File: config.mk
export PLATFORM = sky130hd
export DESIGN_NAME = rpc_frame_deframer
export DESIGN_NICKNAME = d
export VERILOG_FILES = /design/src/design/rfd_pkg.sv /design/src/design/rpc_frame_deframer.sv
export VERILOG_INCLUDE_DIRS = /design/src /design/src/design
export SDC_FILE = /design/constraint.sdc
export NUM_CORES = 1
export LEC_CHECK = 0
export CAP_MARGIN = 20
export CORE_ASPECT_RATIO = 0.9
export CORE_MARGIN = 2
export CORE_UTILIZATION = 61
export CTS_BUF_LIST = sky130_fd_sc_hd__clkbuf_8
export DETAILED_ROUTE_END_ITERATION = 7
export DONT_BUFFER_PORTS = 1
export GPL_TIMING_DRIVEN = 0
export PLACE_DENSITY = 0.77
export SKIP_LAST_GASP = 1
export SLEW_MARGIN = 20
export SYNTH_ARGS = -nofsm -noshare
export SYNTH_HDL_FRONTEND = slang
export SYNTH_SLANG_ARGS = --single-unit
File: constraint.sdc
create_clock -name clk_i -period 9.4 [get_ports clk_i]
set_input_delay 0.94 -clock clk_i [delete_from_list [all_inputs] [get_ports clk_i]]
set_output_delay 0.94 -clock clk_i [all_outputs]
set_load 0.05 [all_outputs]
File: src/design/rpc_frame_deframer_macros.svh
// ----------------------------------------------------------------------------
// Frame deframer assertion macros
// Concurrent assertion helpers clocked by clk_i and disabled in reset.
// ----------------------------------------------------------------------------
`ifndef RPC_FRAME_DEFRAMER_MACROS_SVH
`define RPC_FRAME_DEFRAMER_MACROS_SVH

`ifndef ASSERT_OFF

// The property must hold at every clock edge outside reset.
`define RFD_ASSERT(lbl, prop) \
  lbl: assert property (@(posedge clk_i) disable iff (!rst_ni) (prop)) \
    else $error("rpc_frame_deframer assertion failed");

// When the antecedent holds, the consequent must hold in the next cycle.
`define RFD_ASSERT_NEXT(lbl, ante, cons) \
  lbl: assert property (@(posedge clk_i) disable iff (!rst_ni) (ante) |=> (cons)) \
    else $error("rpc_frame_deframer assertion failed");

`else

`define RFD_ASSERT(lbl, prop)
`define RFD_ASSERT_NEXT(lbl, ante, cons)

`endif

`endif

File: src/design/rfd_pkg.sv
// ----------------------------------------------------------------------------
// rfd_pkg
// Header layout, result codes, error codes and register indexes of the
// frame deframer.
// ----------------------------------------------------------------------------
`timescale 1ns / 1ps
`default_nettype none

package rfd_pkg;

  // Header layout: big-endian fields at fixed byte offsets.
  localparam int unsigned HEADER_BYTES   = 28;
  localparam int unsigned HDR_BITS       = 8 * HEADER_BYTES;
  localparam int unsigned HDR_STORE_BITS = 8 * (HEADER_BYTES - 1);
  localparam int unsigned HDR_CNT_W      = 5;

  localparam int unsigned OFS_MAGIC    = 0;
  localparam int unsigned OFS_VERSION  = 4;
  localparam int unsigned OFS_HDR_LEN  = 6;
  localparam int unsigned OFS_BODY_LEN = 8;
  localparam int unsigned OFS_REQ_ID   = 12;
  localparam int unsigned OFS_MSG_TYPE = 20;
  localparam int unsigned OFS_STATUS   = 22;
  localparam int unsigned OFS_CHECKSUM = 24;

  localparam logic [HDR_CNT_W-1:0] HDR_LAST_IDX = HDR_CNT_W'(HEADER_BYTES - 1);
  localparam logic [15:0]          HDR_LEN_EXP  = 16'(HEADER_BYTES);

  // Result kinds.
  localparam logic [1:0] KIND_HEADER = 2'd0;
  localparam logic [1:0] KIND_BODY   = 2'd1;
  localparam logic [1:0] KIND_REJECT = 2'd2;

  // Error codes.
  localparam logic [2:0] ERR_OK        = 3'd0;
  localparam logic [2:0] ERR_MAGIC     = 3'd1;
  localparam logic [2:0] ERR_VERSION   = 3'd2;
  localparam logic [2:0] ERR_FRAME     = 3'd3;
  localparam logic [2:0] ERR_TOO_LARGE = 3'd4;

  // Configuration register indexes.
  localparam int unsigned CFG_IDX_W = 3;
  localparam logic [CFG_IDX_W-1:0] REG_MAGIC     = 3'd0;
  localparam logic [CFG_IDX_W-1:0] REG_VERSION   = 3'd1;
  localparam logic [CFG_IDX_W-1:0] REG_MAX_BODY  = 3'd2;
  localparam logic [CFG_IDX_W-1:0] REG_REQ_TYPE  = 3'd3;
  localparam logic [CFG_IDX_W-1:0] REG_RSP_TYPE  = 3'd4;
  localparam logic [CFG_IDX_W-1:0] REG_HB_TYPE   = 3'd5;

  // Configuration reset values.
  localparam logic [31:0] MAGIC_RST    = 32'd0;
  localparam logic [15:0] VERSION_RST  = 16'd0;
  localparam logic [31:0] MAX_BODY_RST = 32'd65536;
  localparam logic [15:0] REQ_TYPE_RST = 16'd1;
  localparam logic [15:0] RSP_TYPE_RST = 16'd2;
  localparam logic [15:0] HB_TYPE_RST  = 16'd3;

endpackage

`default_nettype wire

File: src/design/rpc_frame_deframer.sv
// ----------------------------------------------------------------------------
// rpc_frame_deframer
// Parses a length-prefixed frame stream: collects the 28-byte header, checks
// it against the configured values and passes the body bytes on.
// ----------------------------------------------------------------------------
// The block takes one stream byte per clock cycle unless stalled. Each byte is
// fully handled in the cycle it is accepted, and its result (if any) lands in
// a single output register. Header bytes other than the last produce no
// result and are accepted even while the output is stalled; a byte that
// produces a result (the last header byte or a body byte) is held off only
// when the output register is full and stalled in that same cycle, so the
// output register throughput of one transaction per cycle sets the rate.
// The header is held in a byte shift line, so there is no clearing pass
// after reset.
`timescale 1ns / 1ps
`default_nettype none

`include "rpc_frame_deframer_macros.svh"

module rpc_frame_deframer (
  input  wire logic        clk_i,
  input  wire logic        rst_ni,
  // Configuration write port
  input  wire logic        cfg_we_i,
  input  wire logic [2:0]  cfg_index_i,
  input  wire logic [31:0] cfg_wdata_i,
  // Byte stream in
  input  wire logic        in_valid_i,
  output logic             in_stall_o,
  input  wire logic [7:0]  stream_byte_i,
  // Results out
  output logic             out_valid_o,
  input  wire logic        out_stall_i,
  output logic [1:0]       result_kind_o,
  output logic [2:0]       error_code_o,
  output logic [63:0]      request_id_o,
  output logic [15:0]      message_type_o,
  output logic [15:0]      status_field_o,
  output logic [31:0]      checksum_field_o,
  output logic [31:0]      body_length_o,
  output logic [7:0]       body_byte_o,
  output logic             last_o
);

  import rfd_pkg::*;

  // Configuration registers.
  logic [31:0] magic_q;
  logic [15:0] version_q;
  logic [31:0] max_body_q;
  logic [15:0] req_type_q;
  logic [15:0] rsp_type_q;
  logic [15:0] hb_type_q;

  // Parser state.
  logic                      phase_q;
  logic [HDR_CNT_W-1:0]      hdr_cnt_q;
  logic [HDR_STORE_BITS-1:0] hdr_q;
  logic [31:0]               body_rem_q;

  // Output register.
  logic        out_valid_q;
  logic [1:0]  kind_q;
  logic [2:0]  err_q;
  logic [63:0] rid_q;
  logic [15:0] mtype_q;
  logic [15:0] stat_q;
  logic [31:0] csum_q;
  logic [31:0] blen_q;
  logic [7:0]  bbyte_q;
  logic        last_q;

  logic        hdr_last;
  logic        emit;
  logic        in_acc;

  logic [HDR_BITS-1:0] hdr_full;
  logic [31:0] f_magic;
  logic [15:0] f_version;
  logic [15:0] f_hdr_len;
  logic [31:0] f_body_len;
  logic [63:0] f_req_id;
  logic [15:0] f_msg_type;
  logic [15:0] f_status;
  logic [31:0] f_checksum;
  logic [2:0]  hdr_err;
  logic [31:0] body_rem_dec;

  logic        phase_d;
  logic [HDR_CNT_W-1:0] hdr_cnt_d;
  logic [31:0] body_rem_d;
  logic        out_valid_d;
  logic [1:0]  kind_d;
  logic [2:0]  err_d;
  logic [63:0] rid_d;
  logic [15:0] mtype_d;
  logic [15:0] stat_d;
  logic [31:0] csum_d;
  logic [31:0] blen_d;
  logic [7:0]  bbyte_d;
  logic        last_d;

  // Whether the byte offered now produces a result depends on state only.
  assign hdr_last   = !phase_q && (hdr_cnt_q == HDR_LAST_IDX);
  assign emit       = phase_q || hdr_last;
  assign in_stall_o = out_valid_q && out_stall_i && emit;
  assign in_acc     = in_valid_i && !in_stall_o;

  // The full header is the shift line plus the byte arriving now.
  assign hdr_full   = {hdr_q, stream_byte_i};
  assign f_magic    = hdr_full[HDR_BITS-1-8*OFS_MAGIC    -: 32];
  assign f_version  = hdr_full[HDR_BITS-1-8*OFS_VERSION  -: 16];
  assign f_hdr_len  = hdr_full[HDR_BITS-1-8*OFS_HDR_LEN  -: 16];
  assign f_body_len = hdr_full[HDR_BITS-1-8*OFS_BODY_LEN -: 32];
  assign f_req_id   = hdr_full[HDR_BITS-1-8*OFS_REQ_ID   -: 64];
  assign f_msg_type = hdr_full[HDR_BITS-1-8*OFS_MSG_TYPE -: 16];
  assign f_status   = hdr_full[HDR_BITS-1-8*OFS_STATUS   -: 16];
  assign f_checksum = hdr_full[HDR_BITS-1-8*OFS_CHECKSUM -: 32];

  // The first failing check wins.
  always_comb begin
    if (f_magic != magic_q) begin
      hdr_err = ERR_MAGIC;
    end else if (f_version != version_q) begin
      hdr_err = ERR_VERSION;
    end else if (f_hdr_len != HDR_LEN_EXP) begin
      hdr_err = ERR_FRAME;
    end else if (f_body_len > max_body_q) begin
      hdr_err = ERR_TOO_LARGE;
    end else if ((f_msg_type != req_type_q) && (f_msg_type != rsp_type_q) &&
                 (f_msg_type != hb_type_q)) begin
      hdr_err = ERR_FRAME;
    end else begin
      hdr_err = ERR_OK;
    end
  end

  assign body_rem_dec = (body_rem_q != 32'd0) ? (body_rem_q - 32'd1) : 32'd0;

  always_comb begin
    phase_d     = phase_q;
    hdr_cnt_d   = hdr_cnt_q;
    body_rem_d  = body_rem_q;
    out_valid_d = out_valid_q && out_stall_i;
    kind_d      = kind_q;
    err_d       = err_q;
    rid_d       = rid_q;
    mtype_d     = mtype_q;
    stat_d      = stat_q;
    csum_d      = csum_q;
    blen_d      = blen_q;
    bbyte_d     = bbyte_q;
    last_d      = last_q;

    if (in_acc) begin
      if (phase_q) begin
        body_rem_d  = body_rem_dec;
        out_valid_d = 1'b1;
        kind_d      = KIND_BODY;
        err_d       = ERR_OK;
        rid_d       = 64'd0;
        mtype_d     = 16'd0;
        stat_d      = 16'd0;
        csum_d      = 32'd0;
        blen_d      = 32'd0;
        bbyte_d     = stream_byte_i;
        last_d      = (body_rem_dec == 32'd0);
        if (body_rem_dec == 32'd0) begin
          phase_d = 1'b0;
        end
      end else if (hdr_last) begin
        hdr_cnt_d   = '0;
        out_valid_d = 1'b1;
        err_d       = hdr_err;
        rid_d       = f_req_id;
        mtype_d     = f_msg_type;
        stat_d      = f_status;
        csum_d      = f_checksum;
        blen_d      = f_body_len;
        bbyte_d     = 8'd0;
        if (hdr_err != ERR_OK) begin
          kind_d = KIND_REJECT;
          last_d = 1'b1;
        end else begin
          kind_d = KIND_HEADER;
          last_d = (f_body_len == 32'd0);
          if (f_body_len != 32'd0) begin
            body_rem_d = f_body_len;
            phase_d    = 1'b1;
          end
        end
      end else begin
        hdr_cnt_d = hdr_cnt_q + HDR_CNT_W'(1);
      end
    end
  end

  always_ff @(posedge clk_i or negedge rst_ni) begin
    if (!rst_ni) begin
      magic_q    <= MAGIC_RST;
      version_q  <= VERSION_RST;
      max_body_q <= MAX_BODY_RST;
      req_type_q <= REQ_TYPE_RST;
      rsp_type_q <= RSP_TYPE_RST;
      hb_type_q  <= HB_TYPE_RST;
    end else if (cfg_we_i) begin
      case (cfg_index_i)
        REG_MAGIC:    magic_q    <= cfg_wdata_i;
        REG_VERSION:  version_q  <= cfg_wdata_i[15:0];
        REG_MAX_BODY: max_body_q <= cfg_wdata_i;
        REG_REQ_TYPE: req_type_q <= cfg_wdata_i[15:0];
        REG_RSP_TYPE: rsp_type_q <= cfg_wdata_i[15:0];
        REG_HB_TYPE:  hb_type_q  <= cfg_wdata_i[15:0];
        default: ;
      endcase
    end
  end

  always_ff @(posedge clk_i or negedge rst_ni) begin
    if (!rst_ni) begin
      phase_q     <= 1'b0;
      hdr_cnt_q   <= '0;
      body_rem_q  <= 32'd0;
      out_valid_q <= 1'b0;
    end else begin
      phase_q     <= phase_d;
      hdr_cnt_q   <= hdr_cnt_d;
      body_rem_q  <= body_rem_d;
      out_valid_q <= out_valid_d;
    end
  end

  // Header shift line and result payload carry no reset.
  always_ff @(posedge clk_i) begin
    if (in_acc && !phase_q && !hdr_last) begin
      hdr_q <= {hdr_q[HDR_STORE_BITS-9:0], stream_byte_i};
    end
    kind_q  <= kind_d;
    err_q   <= err_d;
    rid_q   <= rid_d;
    mtype_q <= mtype_d;
    stat_q  <= stat_d;
    csum_q  <= csum_d;
    blen_q  <= blen_d;
    bbyte_q <= bbyte_d;
    last_q  <= last_d;
  end

  assign out_valid_o      = out_valid_q;
  assign result_kind_o    = kind_q;
  assign error_code_o     = err_q;
  assign request_id_o     = rid_q;
  assign message_type_o   = mtype_q;
  assign status_field_o   = stat_q;
  assign checksum_field_o = csum_q;
  assign body_length_o    = blen_q;
  assign body_byte_o      = bbyte_q;
  assign last_o           = last_q;

  // While passing body bytes, no header collection is in progress and
  // there is always at least one byte left.
  `RFD_ASSERT(a_body_no_hdr, !phase_q || ((hdr_cnt_q == '0) && (body_rem_q != 32'd0)))

  // A rejected header always closes its transaction with an error code.
  `RFD_ASSERT(a_reject_last, !(out_valid_q && (kind_q == KIND_REJECT)) || (last_q && (err_q != ERR_OK)))

  // The final body byte returns the parser to header collection.
  `RFD_ASSERT_NEXT(a_body_end, in_acc && phase_q && (body_rem_q == 32'd1), !phase_q && out_valid_q && last_q)

  // The last header byte always produces a result and rewinds the count.
  `RFD_ASSERT_NEXT(a_hdr_wrap, in_acc && hdr_last, out_valid_q && (hdr_cnt_q == '0))

  // An accepted body byte is never a header or rejection result.
  `RFD_ASSERT_NEXT(a_body_kind, in_acc && phase_q, out_valid_q && (kind_q == KIND_BODY))

endmodule

`default_nettype wire
After elaboration in Yosys (flattened, before gate mapping). Cells that the tools add are included.

Bits of input ports: 48. Register bits: 557. Memory bits (writable): 0. Bits in read-only memories: 0. Memories kept: 0. Word-level logic and storage cells: 98. Bits in latches: 0.

Reduce and logical (&&, ||, !) cells: 29. Div/mod/pow operators: 0. Bitwise logic cells: 1. Magnitude comparators: 1. Multiply operators: 0. Shift operators: 0. $add $sub $neg: 2. Mux-type cells: 32. Eq/ne operators: 13.

Operators by type and width (number): $mux W32 (7); $logic_not A32 Y1 (2); $mux W64 (1); $ne A16 B16 Y1 (4); $reduce_bool A32 Y1 (2); $gt A32 B32 Y1 (1); $mux W16 (2); $ne A32 B32 Y1 (1); $sub A32 B1 Y32 const B (1); $mux W8 (2); $ne A16 B5 Y1 const B (1); $reduce_and A2 Y1 (8); $mux W3 (5); $mux W1 (11); $logic_and A1 B1 Y1 (8); $eq A3 B2 Y1 const B (2); $eq A3 B3 Y1 const B (2); $mux W2 (3); $add A5 B1 Y5 const B (1); $eq A5 B5 Y1 const B (1); $mux W5 (1); $reduce_and A4 Y1 (1); $reduce_bool A2 Y1 (2); $eq A3 B1 Y1 const B (1); other kinds (6) (8).

Longest topological paths before layout. Gate-level depths: netlist (run 1).

Depth in word-level cells: 12. Mapped depth: 12.

Least setup slack after synthesis (run 1). Ideal clock, no wire load.

Path kind: input to register. From: input out_stall_i. To: register body_rem_q[20]. Stages: 9. Setup time: 103 ps. Slack: 1667 ps. Data required time: 9297 ps. Arrival: 7631 ps. Path through: nand2_1 > nand2_1 > or2_2 > clkbuf_1 > inv_1 > buf_2 > buf_1 > o221ai_1 > o21ai_0.

Cells in the longest elaborated chain, start to end: 5.

Ends and longest elaborated chain: start, declared (line rpc_frame_deframer.sv:33) `input wire logic out_stall_i,`; $logic_and A1 B1 Y1 (2 in a row) (line rpc_frame_deframer.sv:106) `assign in_stall_o = out_valid_q && out_stall_i && emit;`; $logic_not A1 Y1 (line rpc_frame_deframer.sv:107) `assign in_acc = in_valid_i && !in_stall_o;`; $logic_and A1 B1 Y1 (line rpc_frame_deframer.sv:107); $reduce_and A4 Y1 (no line); end signal, assigned (line rpc_frame_deframer.sv:228) `body_rem_q <= body_rem_d;`; end, declared (line rpc_frame_deframer.sv:59) `logic [31:0] body_rem_q;`.

No other way between the ends. A chain may end at the register's enable or synchronous reset.

Final worst setup path (run 1).
From: register hdr_q[151]. To: register body_rem_q[1].

Cells in the longest elaborated chain, start to end: 8. Elaborated cells between the ends (all ways): 10.

Ends and longest elaborated chain: start, declared (line rpc_frame_deframer.sv:58) `logic [HDR_STORE_BITS-1:0] hdr_q;`; start signal, assigned (line rpc_frame_deframer.sv:236) `hdr_q <= {hdr_q[HDR_STORE_BITS-9:0], stream_byte_i};`; $gt A32 B32 Y1 (line rpc_frame_deframer.sv:128) `end else if (f_body_len > max_body_q) begin`; $mux W3 (line rpc_frame_deframer.sv:128); $mux W3 (line rpc_frame_deframer.sv:126) `end else if (f_hdr_len != HDR_LEN_EXP) begin`; $mux W3 (line rpc_frame_deframer.sv:124) `end else if (f_version != version_q) begin`; $mux W3 (line rpc_frame_deframer.sv:122) `if (f_magic != magic_q) begin`; $reduce_bool A3 Y1 (line rpc_frame_deframer.sv:181) `if (hdr_err != ERR_OK) begin`; $ne A2 B2 Y1 (no line); $reduce_and A4 Y1 (no line) (*).

Every way passes the cells marked *; elsewhere a longest branch is shown, timed or not.

==> impl_metrics.tcl, run 1 <==
set metrics [dict create \
    synthFlopType "edfxtp_1" \
    hold_class "input pin to asynchronous set/reset pin" \
    overflow 0 \
    synthCells 1505 \
    cp.arrival_ns 5.15 \
    path_cells "ha_1 > and4_1 > nor4b_1 > nand3_1 > a21oi_1 > a211oi_1 > o211a_1 > o21ai_0 > clkbuf_1 > mux2i_1" \
    die_h_um 186.0 \
    cts-root-buf "clkbuf_8" \
    design_area_mm2 0.02489 \
    syn_area_mm2 0.02245 \
    nets 1682 \
    grt_pass1_wl_um 79250 \
    cts_sinks 557 \
    peakVddDrop_mv 0.1750 \
    outcome "finished clean" \
    min_period_over_period 0.4878 \
    grt_usage 0.2815 \
    ys_seq_area_frac 0.7080 \
    drv_slew 0 \
    cp_num_buf_inv 1 \
    drc 0 \
    pin_count 224 \
    cp_data_required_time_ns 9.96 \
    synth_nets 1587 \
    place.gp.congestion 0.9214 \
    via_per_inst 6.019 \
    ant_nets 0 \
    setup-violations-final 0 \
    cp_slowest_cell "o21ai_0" \
    totalWireLength_um 52760 \
    synthTopCellsByArea "edfxtp_1 (52%), dfrtp_1 (18%), mux2_2 (5.2%)" \
    yosysTopAreaCell "edfxtp_1" \
    cts.clk_slew.worst_paths_ns 0.07 \
    grt_pass1_vias 13360 \
    relSlewSlack 0.2240 \
    clk_path_buf_depth 3 \
    fin_crit_ns 4.585 \
    leakagePower_nw 9.174 \
    critPathCaptureType "flip-flop" \
    cts_tree "built" \
    synth_top_area_frac 0.5216 \
    ys_ff_latch 557 \
    postSynth.asyncResetShare 0.2998 \
    postPlaceCellArea_mm2 0.02322 \
    timing.critical_path.from_type "flip-flop" \
    hold_viol 0 \
    placedCellCount 1988 \
    n_antenna_cell 0 \
    avgSynthCellArea_um2 14.92 \
    syn_to_final_growth_pct 10.87 \
    htree_levels 3 \
    max_freq_ghz 0.2181 \
    fillers 2489 \
    grt_max_degree 163 \
    wire_per_inst_um 24.57 \
    rsz0062_at_grt "no" \
    vias 12920 \
    dp_hpwl_um 35500 \
    rows 66 \
    maxCapViolCount 0 \
    antenna_found_initial 1 \
    cpPeakStageDelay_ns 0.89 \
    clkLatencyLatePin_ns 0.67 \
    yosys_warnings 0 \
    critPathTopFamily "compound AO/OA/AOI/OAI gates" \
    crit_path_max_fanout 10 \
    start_util 0.6207 \
    fp.dieW_um 206.2 \
    drt_pass1_iterations 5 \
    synth.distinct_cells 63 \
    cts_made_buffers 85 \
    first_iter_violations 1106 \
    power_density_mw_per_mm2 217.1 \
    worstMarginPinSlew_ns 1.152 \
    synth_edf_count 390 \
    fin_cells 2147 \
    core-area_mm2 0.03617 \
    fin_worst_skew_ns 0.03362 \
    critPathKind "flip-flop to flip-flop" \
    die-area_mm2 0.03836 \
    portBuffers 0 \
    layout-drive-gt1-share 0.1526 \
]
-- power by group --
| group | switching [mW] | total (mW) | internal, mW | leakage (nW) |
|---|---|---|---|---|
| logic | 0.215 | 0.445 | 0.230 | 2.51 |
| registers | 0.175 | 3.04 | 2.86 | 5.69 |
| clock network | 0.955 | 1.92 | 0.969 | 0.967 |
| total | 1.34 | 5.40 | 4.06 | 9.17 |
-- area by class of cell --
type / instances / area, µm² / share of cell area
clock buffers: 95 / 1308 / 0.05253
repair buffers: 8 / 182.7 / 0.007339
plain buffers: 58 / 249.0 / 0.01000
flip-flops and latches: 557 / 15900 / 0.6386
multi-input cells: 846 / 6153 / 0.2472
inverters: 44 / 172.7 / 0.006936
clock inverters: 63 / 335.3 / 0.01347
well taps: 476 / 595.6 / 0.02393
-- metal layers --
metal	vias up	share of wire	track usage
met5	-	0.00025	0
met4	2	0.031	0.1057
met3	123	0.10	0.09804
met2	594	0.47	0.4376
met1	6481	0.40	0.3685
li1	5722	-	-
-- cell usage in the layout (no fill, tap or decap), drive strengths merged, types with 4 or more instances in the layout --
master,netlist,layout
a21o,8,8
a21oi,33,33
a221o,7,7
a221oi,5,5
a311o,4,4
a31oi,4,4
and2,18,18
and3,5,5
and4,4,4
buf,11,19
clkbuf,47,142
clkinv,0,26
dfrtp,162,162
dfstp,5,5
edfxtp,390,390
ha,34,34
inv,44,80
mux2,104,104
mux2i,16,16
nand2,70,70
nand2b,5,5
nand3,13,13
nand4,29,29
nor2,29,29
nor2b,161,161
nor3,28,28
nor4,35,35
nor4b,5,5
o21ai,65,65
o22ai,6,6
o31ai,4,4
or2,6,6
or3,10,10
xnor2,84,84
xor2,24,24
-- worst paths after layout --
check / startpoint / endpoint / slack [ns] / cells after the start
worst max-delay path: hdr_q[151] / body_rem_q[1] / 4.81 / 10
worst min-delay path: rst_ni / hb_type_q[0] / 0.12 / 0
worst max register to register: hdr_q[151] / body_rem_q[1] / 4.81 / 10
worst min register to register: hdr_q[80] / hdr_q[88] / 0.44 / 0
max in group asynchronous: rst_ni / body_rem_q[15] / 8.42 / 1
min in group clk_i: stream_byte_i[3] / hdr_q[3] / 0.36 / 0
-- worst reg2reg max path, delay by kind of cell (launching register included) --
family,cells,cell delay (ns)
compound gates,4,1.65
fa+ha+maj,1,0.38
buf+inv,1,0.58
flops,1,0.54
mux,1,0.25
simple gates,3,1.09
-- registers in the layout (all words and copies together) (netlist names), 32 cells and up --
| register | count |
|---|---|
| magic_q | 32 |
| body_length_o | 32 |
| checksum_field_o | 32 |
| max_body_q | 32 |
| body_rem_q | 32 |
| request_id_o | 64 |
| hdr_q | 216 |
-- stage by stage --
stage / setup slack, ns / hold WS (ns) / power, mW / util / setup TNS, ns
after floorplan: 1.667 / 0.4168 / 3.376 / - / 0
after global placement: -0.8330 / 0.4214 / 3.488 / 0.6372 / -54.10
after detailed placement: 5.071 / 0.4231 / 3.511 / 0.6420 / 0
after CTS: 5.031 / 0.06798 / 5.442 / 0.6882 / 0
after global routing: 4.635 / 0.06695 / 5.620 / 0.6882 / 0
final: 4.815 / 0.1210 / 5.405 / 0.6882 / 0
-- synthesized netlist by cell type (all sizes together) (4+ instances only) --
master	instances
edfxtp	390
dfrtp	162
nor2b	161
mux2	104
xnor2	84
nand2	70
o21ai	65
clkbuf	47
inv	44
nor4	35
ha	34
a21oi	33
nand4	29
nor2	29
nor3	28
xor2	24
and2	18
mux2i	16
nand3	13
buf	11
or3	10
a21o	8
a221o	7
o22ai	6
or2	6
a221oi	5
and3	5
dfstp	5
nand2b	5
nor4b	5
a311o	4
a31oi	4
and4	4
o31ai	4
-- cells by family (layout without fill, tap and decap cells) --
| family | count (synthesis) | count (layout) | share of synthesized area |
|---|---|---|---|
| fa+ha+maj | 34 | 34 | 0.01895 |
| buf+inv | 102 | 268 | 0.01839 |
| simple gates | 430 | 430 | 0.1099 |
| xor+xnor | 108 | 108 | 0.04213 |
| compound gates | 154 | 154 | 0.04314 |
| flops | 557 | 557 | 0.7080 |
| mux | 120 | 120 | 0.05946 |
-- repair_timing --
action | 4_1_cts | 5_1_grt
resized for setup | 0 | 0
hold buffers | 1 | 0
endpoints found under the hold margin | 162 | 0
buffers inserted | 0 | 0
Note: power is estimated with default switching activity, not from simulation.
==> run 2, diff against run 1 <==
--- a/config.mk
+++ b/config.mk
@@ -6,6 +6,7 @@
 export SDC_FILE = /design/constraint.sdc
 export NUM_CORES = 1
 export LEC_CHECK = 0
+export ABC_AREA = 1
 export CAP_MARGIN = 20
 export CORE_ASPECT_RATIO = 0.9
 export CORE_MARGIN = 2
==> constraint.sdc (replaced) <==
create_clock -name clk_i -period 4.8 [get_ports clk_i]
set_input_delay 0.48 -clock clk_i [delete_from_list [all_inputs] [get_ports clk_i]]
set_output_delay 0.48 -clock clk_i [all_outputs]
set_load 0.05 [all_outputs]
==> impl_metrics.tcl, run 2 <==
set metrics [dict create \
    cts_made_buffers 85 \
    core-area_mm2 0.03739 \
    postPlaceCellArea_mm2 0.02416 \
    hold_class "input pin to flip-flop" \
    synth_edf_count 390 \
    yosys.cell_count.top_type "nand2_1" \
    layout_commonest_cell "nand2_1" \
    cts-root-buf "clkbuf_8" \
    ys_ff_latch 557 \
    cts_tree "built" \
    synth.distinct_cells 44 \
    via_per_inst 5.440 \
    cp.arrival_ns 3.49 \
    grt_pass1_vias 15820 \
    antenna_found_initial 0 \
    cp_common_cell "inv_1" \
    setup-violations-final 0 \
    first_iter_violations 1403 \
    top_register "hdr_q" \
    synthFlopType "edfxtp_1" \
    internal_power_mw 7.815 \
    design_area_mm2 0.02594 \
    relSlewSlack 0.3530 \
    cts_hold_buf 15 \
    htree_levels 3 \
    fin_crit_ns 3.202 \
    drc 0 \
    critPathKind "flip-flop to flip-flop" \
    netlist_top_cells_count "nand2_1 (502), edfxtp_1 (390), nor2_1 (331), inv_1 (326), dfrtp_1 (162)" \
    maxCapViolCount 0 \
    wire_per_inst_um 19.51 \
    yosys_warnings 0 \
    rsz0062_at_grt "no" \
    outcome "finished clean" \
    fin_cells 2866 \
    fp.dieW_um 209.8 \
    syn_to_final_growth_pct 11.54 \
    min_period_over_period 0.6671 \
    syn_area_mm2 0.02325 \
    pwr-share-clk 0.357 \
    hold_viol 0 \
    place.gp.congestion 0.9089 \
    dp_hpwl_um 38710 \
    die_h_um 189.2 \
    synth_top_area_frac 0.5036 \
    cts_resized 0 \
    max_freq_ghz 0.3123 \
    vias 15590 \
    grt_usage 0.2902 \
    critPathCaptureType "flip-flop" \
    ys_seq_area_frac 0.6836 \
    swShare 0.2597 \
    power.switching_mw 2.742 \
    drt_pass1_iterations 6 \
    final_cell_mix "nand2_1 (502), edfxtp_1 (390), inv_1 (345)" \
    cts_sinks 557 \
    synth_nets 2282 \
    cpPeakStageDelay_ns 0.41 \
    path_cells "ha_2 > nand4_1 > inv_1 > nor2_2 > o21ai_2 > inv_1 > nand2_1 > inv_1 > clkbuf_8 > buf_16 > buf_16" \
    drv_slew 0 \
    finish.utilization 0.6937 \
    avgSynthCellArea_um2 10.57 \
    peakVddDrop_mv 0.3193 \
    timing.critical_path.from_type "flip-flop" \
    die-area_mm2 0.03970 \
    crit_path_max_fanout 82 \
    pwr-share-comb 0.086 \
    clk_path_buf_depth 3 \
    synthCells 2200 \
    start_util 0.6219 \
    clkLatencyLatePin_ns 0.68 \
    grt_pass1_wl_um 86980 \
    worstMarginPinSlew_ns 0.9706 \
    grt_max_degree 168 \
    nets 2395 \
    seq_area_mm2 0.01590 \
    multi_input_area_mm2 0.005831 \
    cp_data_required_time_ns 5.09 \
    setup_tns_ns 0 \
    postSynth.asyncResetShare 0.2998 \
    n_antenna_cell 0 \
    layout-drive-gt1-share 0.08393 \
    totalWireLength_um 55920 \
    fillers 2734 \
    ant_nets 0 \
    pin_count 224 \
    cp_slowest_cell "dfrtp_1" \
    overflow 0 \
    yosysTopAreaCell "edfxtp_1" \
    placedCellCount 2694 \
    largest_register_ffs 216 \
    portBuffers 0 \
    cts.clk_slew.worst_paths_ns 0.07 \
    power_density_mw_per_mm2 407.0 \
    leakagePower_nw 11.60 \
    synthTopCellsByArea "edfxtp_1 (50%), dfrtp_1 (17%), nand2_1 (8.1%)" \
    seqPwrFrac 0.557 \
    cts_setup_buffers 0 \
    fin_worst_skew_ns 0.03711 \
    rows 67 \
]
==> run 2: cell count changes after synthesis, sizes merged, moves of 10 or more <==
| cell | change |
|---|---|
| nand2 | +437 |
| nor2 | +313 |
| inv | +298 |
| nor2b | -161 |
| o21ai | +108 |
| mux2 | -104 |
| xnor2 | -58 |
| nand3 | +42 |
| nor4 | -31 |
| nor3 | -20 |
| and2 | -17 |
| mux2i | -16 |
| a21oi | -15 |
| or3 | -10 |
==> run 2: area by class of cell <==
cell class	instances	area share
clock buffers	92	0.04882
inverters	344	0.04983
repair buffers	26	0.01698
clock inverters	65	0.01327
plain buffers	57	0.01013
multi-input cells	1242	0.2248
well taps	483	0.02330
flip-flops and latches	557	0.6129
==> run 2: worst paths after layout <==
path | slack [ns] | depth (start not counted) | endpoint | from
hold / removal | 0.04 | 2 | max_body_q[22] | cfg_wdata_i[22]
setup reg to reg | 1.60 | 11 | checksum_field_o[13] | hdr_cnt_q[0]
max in group asynchronous | 3.51 | 2 | body_rem_q[6] | rst_ni
setup / recovery | 1.60 | 11 | checksum_field_o[13] | hdr_cnt_q[0]
min in group asynchronous | 0.46 | 2 | magic_q[16] | rst_ni
hold reg to reg | 0.42 | 0 | hdr_q[28] | hdr_q[20]
==> run 2: per-stage QoR <==
stage | setup WS [ns] | hold slack, ns | power (mW)
final | 1.598 | 0.03622 | 10.56
after global routing | 1.379 | 0.01337 | 10.98
after CTS | 1.623 | 0.001306 | 10.60
after detailed placement | 1.673 | 0.1891 | 6.827
after global placement | -1.987 | 0.1886 | 6.736
after floorplan | -0.2239 | 0.1844 | 6.523
==> run 2: worst max-delay path: cells and delay by family (launching register included) <==
family | cells | cell delay, ns
fa+ha+maj | 1 | 0.21
flops | 1 | 0.41
buf+inv | 6 | 1.48
simple gates | 3 | 0.42
compound gates | 1 | 0.14
==> run 2: cell families (layout without fill, tap and decap cells) <==
kind of cell,after synthesis,after routing,synth area share
flops,557,557,0.6836
buf+inv,401,584,0.06645
fa+ha+maj,34,34,0.01829
xor+xnor,45,45,0.01695
simple gates,955,955,0.1669
compound gates,208,208,0.04783
==> run 2: power groups by stage <==
stage | registers, mW | logic, mW | clock network (mW)
after floorplan | 5.88 | 0.639 | 0
after detailed placement | 5.97 | 0.861 | 0
after CTS | 5.88 | 0.910 | 3.81
final | 5.88 | 0.907 | 3.77
after global routing | 5.92 | 1.05 | 4.00
after global placement | 5.97 | 0.771 | 0
==> run 2: metal layers <==
layer  vias up  track usage  wire (µm)
li1       7320            -          -
met1      7508       0.3831      23000
met2       624       0.4619      26440
met3       138      0.07663       4499
met4         0       0.1211       1986
met5         -            0          0
==> run 3, diff against run 2 <==
==> constraint.sdc (replaced) <==
create_clock -name clk_i -period 3.32 [get_ports clk_i]
set_input_delay 0.332 -clock clk_i [delete_from_list [all_inputs] [get_ports clk_i]]
set_output_delay 0.332 -clock clk_i [all_outputs]
set_load 0.05 [all_outputs]
==> impl_metrics.tcl, run 3 (synthesized netlist as in run 2, its figures left out) <==
set metrics [dict create \
    outcome "finished, violations left" \
    violations "negative hold slack" \
    fin_worst_skew_ns 0.03146 \
    pin_count 224 \
    cp_num_buf_inv 7 \
    min_period_over_period 0.9556 \
    fin_crit_ns 3.173 \
    largest_register_ffs 216 \
    cts_sinks 557 \
    grt_usage 0.2819 \
    wire_per_inst_um 18.95 \
    crit_path_max_fanout 21 \
    p_total_mw 15.17 \
    overflow 0 \
    relSlewSlack 0.4041 \
    leakagePower_nw 11.71 \
    power_density_mw_per_mm2 580.8 \
    start_util 0.6219 \
    design_area_mm2 0.02612 \
    antenna_found_initial 1 \
    cp_slowest_cell "nor2_4" \
    critPathCaptureType "flip-flop" \
    cp_common_cell "buf_16" \
    first_iter_violations 1363 \
    core-area_mm2 0.03739 \
    setup-violations-final 0 \
    cts_tree "built" \
    drt_pass1_iterations 5 \
    cp.arrival_ns 3.53 \
    drc 0 \
    layout-drive-gt1-share 0.08458 \
    peakVddDrop_mv 0.4200 \
    drv_slew 0 \
    worstMarginPinSlew_ns 0.8905 \
    top_register "hdr_q" \
    hold_viol 167 \
    grt_max_degree 168 \
    die_h_um 189.2 \
    hold_slack_ns -0.6146 \
    ant_nets 0 \
    path_cells "ha_2 > nand4_1 > inv_1 > nor2_2 > o21ai_2 > nor2_2 > inv_2 > nor2_4 > buf_16 > buf_16 > buf_16 > buf_16 > buf_16" \
    timing.critical_path.from_type "flip-flop" \
    vias 15640 \
    die-area_mm2 0.03970 \
    grt_pass1_vias 15680 \
    finish.utilization 0.6985 \
    maxCapViolCount 0 \
    totalWireLength_um 54640 \
    dp_hpwl_um 37940 \
    syn_to_final_growth_pct 12.32 \
    cp_data_required_time_ns 3.67 \
    htree_levels 3 \
    rows 67 \
    grt_pass1_wl_um 84590 \
    fillers 2651 \
    cts_made_buffers 84 \
    final_cell_mix "nand2_1 (502), edfxtp_1 (390), inv_1 (354)" \
    fp.dieW_um 209.8 \
    cpPeakStageDelay_ns 0.53 \
    layout_commonest_cell "nand2_1" \
    rsz0062_at_grt "no" \
    via_per_inst 5.423 \
    clk_path_buf_depth 3 \
    clkLatencyLatePin_ns 0.66 \
    postPlaceCellArea_mm2 0.02418 \
    cts.clk_slew.worst_paths_ns 0.06 \
    portBuffers 0 \
    cts_setup_buffers 0 \
    hold_class "input pin to asynchronous set/reset pin" \
    startpoint "hdr_cnt_q[1]" \
    critPathKind "flip-flop to flip-flop" \
    max_freq_ghz 0.3152 \
    cts_hold_buf 32 \
    cts_resized 0 \
    nets 2411 \
    rr_startpoint "hdr_cnt_q[1]" \
    critPathTopFamily "buffers and inverters" \
    cts-root-buf "clkbuf_8" \
    place.gp.congestion 0.9138 \
]
run 3: cell count changes in the layout (fill, tap and decap cells not counted), moves of 2 or more:
cell,before,now
clkinv_2,11,14
o21ai_0,149,147
o21ai_1,16,18
inv_8,2,0
clkinv_1,29,16
inv_1,345,354
clkinvlp_4,2,4
dlygate4sd3_1,14,32
run 3: final cells by class:
type	instances	area, µm²	share of cell area
antenna	1	2.502	0.00009581
buffer	57	274.0	0.01049
clock buffer	93	1280	0.04901
clock inverter	64	336.6	0.01289
inverter	344	1292	0.04949
multi-input combinational	1242	5831	0.2232
sequential	557	15900	0.6087
tap	483	604.3	0.02314
timing repair buffer	43	600.6	0.02300
run 3: through the flow:
stage          hold WS, ns  setup WS, ns  TNS (ns)  instances
2_1_floorplan      0.03641        -1.718   -327.03       2200
3_3_place_gp       0.04050        -3.402   -756.84       2683
3_5_place_dp       0.04157        0.1294         0       2694
4_1_cts            -0.6761        0.1150         0       2883
5_1_grt            -0.6681      0.005554         0       2884
6_report           -0.6146        0.1473         0       2884
run 3: power breakdown:
part	total, mW	switching, mW	leakage [nW]	internal [mW]
clock network	5.37	2.62	0.933	2.75
registers	8.51	0.458	5.83	8.05
logic	1.29	0.758	4.95	0.535
run 3: worst register-to-register path: cells and delay by family, from the launching register on:
kind / cells / cell delay [ns]
AO/OA/AOI/OAI: 1 / 0.14
flip-flops: 1 / 0.40
AND/OR/NAND/NOR: 4 / 1.03
adder cells (fa/ha/maj): 1 / 0.21
buffers and inverters: 7 / 1.12
run 3: path summary, 6_finish.rpt:
kind,to,slack (ns),depth (start not counted)
worst max register to register,hdr_q[45],0.15,13
worst max-delay path,hdr_q[45],0.15,13
worst min-delay path,max_body_q[30],-0.61,0
min in group clk_i,version_q[5],0.05,2
max in group asynchronous,req_type_q[0],3.63,0
worst min register to register,hdr_q[20],0.44,0
run 3: routing by layer:
metal | part of all wire | wire length [µm] | global-route usage | vias to the layer above
li1 | - | - | - | 7358
met1 | 0.40 | 21790 | 0.3602 | 7545
met2 | 0.48 | 26410 | 0.4609 | 610
met3 | 0.084 | 4601 | 0.08028 | 126
met4 | 0.034 | 1848 | 0.1113 | 0
met5 | 0 | 0 | 0 | -
